--- src/ltq_pkg.sv ---
`timescale 1ns / 1ps
// Shared types and codes for the LRU tile index.
package ltq_pkg;

  localparam int ZOOM_W   = 8;
  localparam int SZOOM_W  = 5;
  localparam int KEY_W    = 32;
  localparam int SIZE_W   = 32;
  localparam int AGE_W    = 32;
  localparam int STATUS_W = 3;
  localparam int KIND_W   = 2;
  localparam int ME_W     = 6;
  localparam int CFG_A_W  = 2;
  localparam int CFG_D_W  = 32;

  typedef enum logic [KIND_W-1:0] {
    KIND_GET    = 2'd0,
    KIND_PUT    = 2'd1,
    KIND_REMOVE = 2'd2
  } kind_t;

  typedef enum logic [STATUS_W-1:0] {
    ST_OK        = 3'd0,
    ST_MISS      = 3'd1,
    ST_BAD_KEY   = 3'd2,
    ST_TOO_LARGE = 3'd3,
    ST_QUOTA     = 3'd4,
    ST_FULL      = 3'd5
  } status_t;

  localparam logic [CFG_A_W-1:0] CFG_MAX_ENTRIES    = 2'd0;
  localparam logic [CFG_A_W-1:0] CFG_BYTE_QUOTA     = 2'd1;
  localparam logic [CFG_A_W-1:0] CFG_MAX_TILE_BYTES = 2'd2;

  localparam logic [ME_W-1:0]    RST_MAX_ENTRIES    = 6'd32;
  localparam logic [SIZE_W-1:0]  RST_BYTE_QUOTA     = 32'd1048576;
  localparam logic [SIZE_W-1:0]  RST_MAX_TILE_BYTES = 32'd65536;

  typedef enum logic [3:0] {
    S_IDLE,
    S_CHECK,
    S_LOOK,
    S_PLAN,
    S_PLAN_W,
    S_EV,
    S_EV_W,
    S_COMMIT,
    S_FREE_W,
    S_DONE
  } state_t;

  typedef struct packed {
    logic [SZOOM_W-1:0] zoom;
    logic [KEY_W-1:0]   x;
    logic [KEY_W-1:0]   y;
    logic [SIZE_W-1:0]  bytes;
    logic [AGE_W-1:0]   age;
  } entry_t;

  typedef struct packed {
    logic en;
    logic set_used;
    logic clr_used;
    logic set_chosen;
    logic clr_chosen;
    logic wr_key;
    logic wr_bytes;
    logic wr_age;
  } cmd_t;

  typedef struct packed {
    logic               valid;
    logic               hit;
    logic [SIZE_W-1:0]  hit_bytes;
    logic               best_found;
    logic [AGE_W-1:0]   best_age;
    logic [SIZE_W-1:0]  best_bytes;
    logic [SZOOM_W-1:0] best_zoom;
    logic [KEY_W-1:0]   best_x;
    logic [KEY_W-1:0]   best_y;
    logic               free_found;
  } tok_t;

endpackage

--- src/ltq_cell.sv ---
`timescale 1ns / 1ps
// One table slot: holds an entry and folds it into the passing scan token.
module ltq_cell #(
  parameter int IW  = 5,
  parameter int IDX = 0
) (
  input  logic                    clk,
  input  logic                    rst,
  input  logic [ltq_pkg::ZOOM_W-1:0] key_zoom,
  input  logic [ltq_pkg::KEY_W-1:0]  key_x,
  input  logic [ltq_pkg::KEY_W-1:0]  key_y,
  input  logic                    excl_en,
  input  logic [IW-1:0]           excl_idx,
  input  ltq_pkg::cmd_t           cmd,
  input  logic [IW-1:0]           cmd_idx,
  input  ltq_pkg::entry_t         wdata,
  input  ltq_pkg::tok_t           tok_in,
  input  logic [IW-1:0]           hit_idx_in,
  input  logic [IW-1:0]           best_idx_in,
  input  logic [IW-1:0]           free_idx_in,
  output ltq_pkg::tok_t           tok_out,
  output logic [IW-1:0]           hit_idx_out,
  output logic [IW-1:0]           best_idx_out,
  output logic [IW-1:0]           free_idx_out
);
  import ltq_pkg::*;

  localparam logic [IW-1:0] MY_IDX = IW'(IDX);

  logic   used;
  logic   chosen;
  entry_t ent;

  logic   match;
  logic   cand;
  logic   take;
  logic   sel;
  tok_t   tok_next;

  assign sel   = cmd.en && (cmd_idx == MY_IDX);
  assign match = used && ({{(ZOOM_W-SZOOM_W){1'b0}}, ent.zoom} == key_zoom) &&
                 (ent.x == key_x) && (ent.y == key_y);
  assign cand  = used && !chosen && !(excl_en && (excl_idx == MY_IDX));
  assign take  = cand && (!tok_in.best_found || (ent.age < tok_in.best_age));

  always_comb begin
    tok_next = tok_in;
    if (!tok_in.hit && match) begin
      tok_next.hit       = 1'b1;
      tok_next.hit_bytes = ent.bytes;
    end
    if (take) begin
      tok_next.best_found = 1'b1;
      tok_next.best_age   = ent.age;
      tok_next.best_bytes = ent.bytes;
      tok_next.best_zoom  = ent.zoom;
      tok_next.best_x     = ent.x;
      tok_next.best_y     = ent.y;
    end
    if (!tok_in.free_found && !used) begin
      tok_next.free_found = 1'b1;
    end
  end

  // token stage
  always_ff @(posedge clk) begin
    if (rst) begin
      tok_out.valid <= 1'b0;
    end else begin
      tok_out.valid <= tok_in.valid;
    end
    tok_out.hit        <= tok_next.hit;
    tok_out.hit_bytes  <= tok_next.hit_bytes;
    tok_out.best_found <= tok_next.best_found;
    tok_out.best_age   <= tok_next.best_age;
    tok_out.best_bytes <= tok_next.best_bytes;
    tok_out.best_zoom  <= tok_next.best_zoom;
    tok_out.best_x     <= tok_next.best_x;
    tok_out.best_y     <= tok_next.best_y;
    tok_out.free_found <= tok_next.free_found;
    hit_idx_out        <= (!tok_in.hit && match) ? MY_IDX : hit_idx_in;
    best_idx_out       <= take ? MY_IDX : best_idx_in;
    free_idx_out       <= (!tok_in.free_found && !used) ? MY_IDX : free_idx_in;
  end

  // slot state
  always_ff @(posedge clk) begin
    if (rst) begin
      used   <= 1'b0;
      chosen <= 1'b0;
    end else begin
      if (sel && cmd.set_used) begin
        used <= 1'b1;
      end else if (sel && cmd.clr_used) begin
        used <= 1'b0;
      end
      if (cmd.en && cmd.clr_chosen) begin
        chosen <= 1'b0;
      end else if (sel && cmd.set_chosen) begin
        chosen <= 1'b1;
      end
    end
    if (sel && cmd.wr_key) begin
      ent.zoom <= wdata.zoom;
      ent.x    <= wdata.x;
      ent.y    <= wdata.y;
    end
    if (sel && cmd.wr_bytes) begin
      ent.bytes <= wdata.bytes;
    end
    if (sel && cmd.wr_age) begin
      ent.age <= wdata.age;
    end
  end

endmodule

--- config.mk ---
export PLATFORM = sky130hd
export DESIGN_NAME = ltq_cell
export DESIGN_NICKNAME = d
export VERILOG_FILES = /design/src/ltq_pkg.sv /design/src/ltq_cell.sv
export SDC_FILE = /design/constraint.sdc
export NUM_CORES = 1
export LEC_CHECK = 0
export ABC_AREA = 1
export BUFFER_PORTS_ARGS = -buffer_cell sky130_fd_sc_hd__buf_2
export CAP_MARGIN = 5
export CORE_AREA = 2 2 230 232
export CTS_BUF_LIST = sky130_fd_sc_hd__clkbuf_4
export DETAILED_ROUTE_END_ITERATION = 8
export DIE_AREA = 0 0 232 234
export PLACE_DENSITY = 0.56
export SYNTH_ARGS = -nofsm -noshare
export SYNTH_HDL_FRONTEND = slang
export SYNTH_SLANG_ARGS = --single-unit
--- constraint.sdc ---
create_clock -name clk -period 4.7 [get_ports clk]
set_input_delay 0.705 -clock clk [delete_from_list [all_inputs] [get_ports clk]]
set_output_delay 0.705 -clock clk [all_outputs]
set_load 0.03 [all_outputs]
==> After elaboration in Yosys (flattened, before gate mapping) <==
Cells that the tools add are included.
{ "classes": {"eq_ne": 3, "reduce_logical": 28, "n_lt_le_gt_ge": 1, "n_mux": 4} }
{ "op_table": {"columns": ["op", "count"], "rows": [
  ["133-bit 2-to-1 mux", 1],
  ["32-bit equality test", 2],
  ["32-bit less-than comparator", 1],
  ["32-bit 2-to-1 mux", 1],
  ["1-bit logical AND", 17],
  ["5-bit logical NOT", 2],
  ["5-bit by 8-bit equality test with 1-bit output", 1],
  ["1-bit logical NOT", 6],
  ["1-bit 2-to-1 mux", 2],
  ["2-bit nonzero test", 1],
  ["2-bit OR reduction", 1],
  ["1-bit logical OR", 1]
]} }
{ "totals": {"register_bits": 319, "wordCells": 56} }

==> Longest topological paths before layout <==
{ "logic_depth": {"word_depth": 6, "ltp_mapped": 18, "depth_no_buf": 16} }

==> Least setup slack after synthesis <==
No wires, ideal clock.
{ "synth_path": {"kind": "in2reg", "start": "input port cmd_idx[3]", "end": "register ent[100] (netlist bit), enable pin", "stages": 4, "t_arrival_ns": 3.946, "n_path_buf": 0, "slack_ns": 0.257, "required_time_ns": 4.203, "cell_sequence": "nor2_1 -> and3_1 -> inv_1 -> nor2_1"} }
{ "synth_between": {"elab_chain_cells": 3} }
{ "synth_rtl": {"columns": ["element", "line", "text"], "rows": [
  ["start, declared", "ltq_cell.sv:15", "input logic [IW-1:0] cmd_idx,"],
  ["5-bit logical NOT", "ltq_cell.sv:40", "assign sel = cmd.en && (cmd_idx == MY_IDX);"],
  ["1-bit logical AND", "ltq_cell.sv:40", null],
  ["1-bit logical AND", "ltq_cell.sv:103", "if (sel && cmd.wr_key) begin"],
  ["end, declared", "ltq_cell.sv:32", "entry_t ent;"]
]} }
Every way passes these cells.
A chain may end at the register's enable or synchronous reset.

==> reports/metrics.yaml <==
area_growth_pct: 64.48
multi_input_area_sq_um: 3846
finalNonFillerCells: 2976
grt_use_total: 0.1789
r2r_slack_ns: 1.86
vias_per_cell: 4.235
clk_latency_ns: 0.80
num_vias: 12600
hpwl_um: 35830
final_layout_size_suffix_gt1_frac: 0.3431
critPathMaxFanout: 133
synth_area_leader_cell: "edfxtp_1"
hold_depth: 3
yosys-top-cells-area: "edfxtp_1, dfxtp_1, nand2_1"
ys.flop_type: "dfxtp_1"
gp_congestion: 0.8763
cts_setup_buffers: 0
reg2reg_depth: 12
boundaryPins: 594
syn_nets: 1714
rsz0062_at_grt: "false"
synth.distinct_cells: 35
cts_tree: "done"
setup_viol: 0
cts_root_buf: "clkbuf_4"
core_region_area_sq_um: 52020
grt_max_degree: 134
clockBufferDepth: 3
synth_most_common_cell: "nand2_1"
drc_errors: 0
cp_data_required_time_ns: 5.36
fillerInstances: 5113
cts.sinks: 319
rows: 84
die_area_sq_um: 54290
die_y_um: 234
critPathLaunchType: "input pin"
cp.arrival_ns: 3.73
grt_overflow_total: 0
utilization: 0.3866
regArea_sq_um: 7717
drt_wl_total_um: 50700
synth_top_area_frac: 0.3266
first_global_vias: 13190
hold_path.startpoint: "tok_in[152]"
synth_enable_flop_cells: 133
antenna_found_initial: 7
netlist_top_cells_count: "nand2_1, dfxtp_1, nand3_1"
max_freq_mhz: 326.3
min_to: "tok_out[152]"
status: "completed"
slew_headroom: 0.2285
syn_area_sq_um: 12230
dpl.cell_count: 2509
cap_violations: 0
peakVddDrop_v: 0.0002002
synthCells: 1273
leakage_uw: 0.009822
synth_seq_area_share: 0.6311
cp-end-kind: "flip-flop"
avgSynthCellArea_sq_um: 9.607
layout_min_cycle_time_ns: 3.065
cts_made_buffers: 88
reg2reg_to: "tok_out[74]"
r2r_start: "ent[7]"
drt_iter0_drc: 430
wl_per_cell_um: 17.04
port-buffer-count: 593
detail-route-antenna-nets: 0
synth_warnings: 0
initial_core_util: 0.2351
grt_pass1_wl_um: 72320
finalMaxSlewViolations: 0
worstMarginPinSlew_ns: 1.157
fin_nets: 2645
ys_ff_latch: 319
finalClockSkew_ns: 0.04996
dieWidth_um: 232
drt-pass1-iter-count: 5
power.total_uw: 6587
hold_class: "in2reg"
critical_path_class: "in2reg"
finalCritPeriodShare: 0.6521
p_per_area_nw_per_um2: 327.5
htree_levels: 3
finalSetupTns_ns: 0
synth-async-reset-ratio: 0
clk_pin_slew_ns: 0.06
hold_violations: 0
==> layout by cell type, fill, tap and decap left out, drive strengths merged <==
| cell type | n |
|---|---|
| buf | 605 |
| nand2 | 426 |
| dlygate4sd3 | 293 |
| dfxtp | 186 |
| clkbuf | 141 |
| nand3 | 138 |
| edfxtp | 133 |
| inv | 111 |
| nor2 | 50 |
| nand4 | 45 |
| ha | 31 |
| clkinv | 20 |
| o21ai | 17 |
| a21oi | 16 |
| xor2 | 11 |
| o22ai | 10 |
| xnor2 | 10 |
| or2 | 10 |
| diode | 9 |
| a21boi | 5 |
| o2111ai | 3 |
| nand3b | 2 |
| a211oi | 2 |
| nor3 | 2 |
| nor4 | 2 |
| o21a | 2 |
| clkinvlp | 2 |
| bufinv | 2 |
| a22o | 1 |
| a31oi | 1 |
| o311ai | 1 |
| and3 | 1 |
==> area by class of cell <==
class	instances	share of cell area
tap	688	0.04280
inverter	111	0.02096
sequential	319	0.3837
antenna	9	0.001120
timing repair buffer	898	0.2997
multi-input combinational	786	0.1912
clock buffer	141	0.05263
clock inverter	24	0.007900
==> flip-flops by register name, indices dropped and copies added (netlist names) <==
name          count
tok_out         169
ent             133
best_idx_out      5
free_idx_out      5
hit_idx_out       5
chosen            1
used              1
==> worst max-delay path, stage by stage <==
cell and delay (ns):
dlygate4sd3_1 0.52, buf_2 0.12, inv_1 0.04, ha_1 0.30
a21oi_1 0.17, o21a_1 0.14, nand2_1 0.07, nand2_1 0.06
nand2_1 0.07, nand2_1 0.08, nand2_1 0.08, nand2_4 0.28
nand2_8 0.54, nand2_1 0.29, nand2_1 0.09
==> layer usage <==
layer / track usage / wire (um) / vias to the layer above
met5: 0 / 0 / -
met4: 0.1162 / 2382 / 0
met3: 0.04961 / 3575 / 113
met2: 0.3210 / 26230 / 577
met1: 0.1829 / 18520 / 5798
li1: - / - / 6115
==> logic make-up (layout without fill, tap and decap cells) <==
logic type	after synthesis	after routing	synth area share
AOI/OAI and AO/OA	58	58	0.02824
xor gates and xnor gates	21	21	0.01504
adders and majority gates	31	31	0.03172
buffers and inverters	168	1174	0.05883
DFF	319	319	0.6311
other	0	9	0
and+or+nand+nor	676	676	0.2351
==> report_power, final <==
group          switching (uW)  internal (uW)  total, uW  leakage [uW]
Combinational             458            408        867       0.00633
Sequential               32.5           2980       3010       0.00276
Clock                    1240           1470       2710      0.000725
==> worst max path at each step <==
stage / slack [ns] / end / cells past startpoint / startpoint
floorplan: 0.26 / ent[100] / 4 / cmd_idx[3]
global placement: 1.48 / tok_out[66] / 8 / excl_idx[3]
detailed placement: 1.42 / tok_out[66] / 8 / excl_idx[3]
CTS: 1.86 / tok_out[88] / 15 / tok_in[109]
global route: 1.56 / tok_out[93] / 15 / tok_in[109]
finish: 1.64 / tok_out[74] / 15 / tok_in[109]
==> timing repair <==
action,in CTS,in global routing
endpoints found under the hold margin,292,0
resized for setup,0,0
hold buffers,293,0
==> per-stage QoR <==
step                      hold slack [ns]  area [sq um]  setup slack [ns]
final                              0.1538         20110             1.635
after global routing              0.03584         20100             1.560
after CTS                       0.0007097         20090             1.863
after detailed placement           0.4862         15940             1.417
after global placement             0.4783         15940             1.478
after floorplan                    0.4562         12230            0.2571
Power figures use the tool's default switching activity.
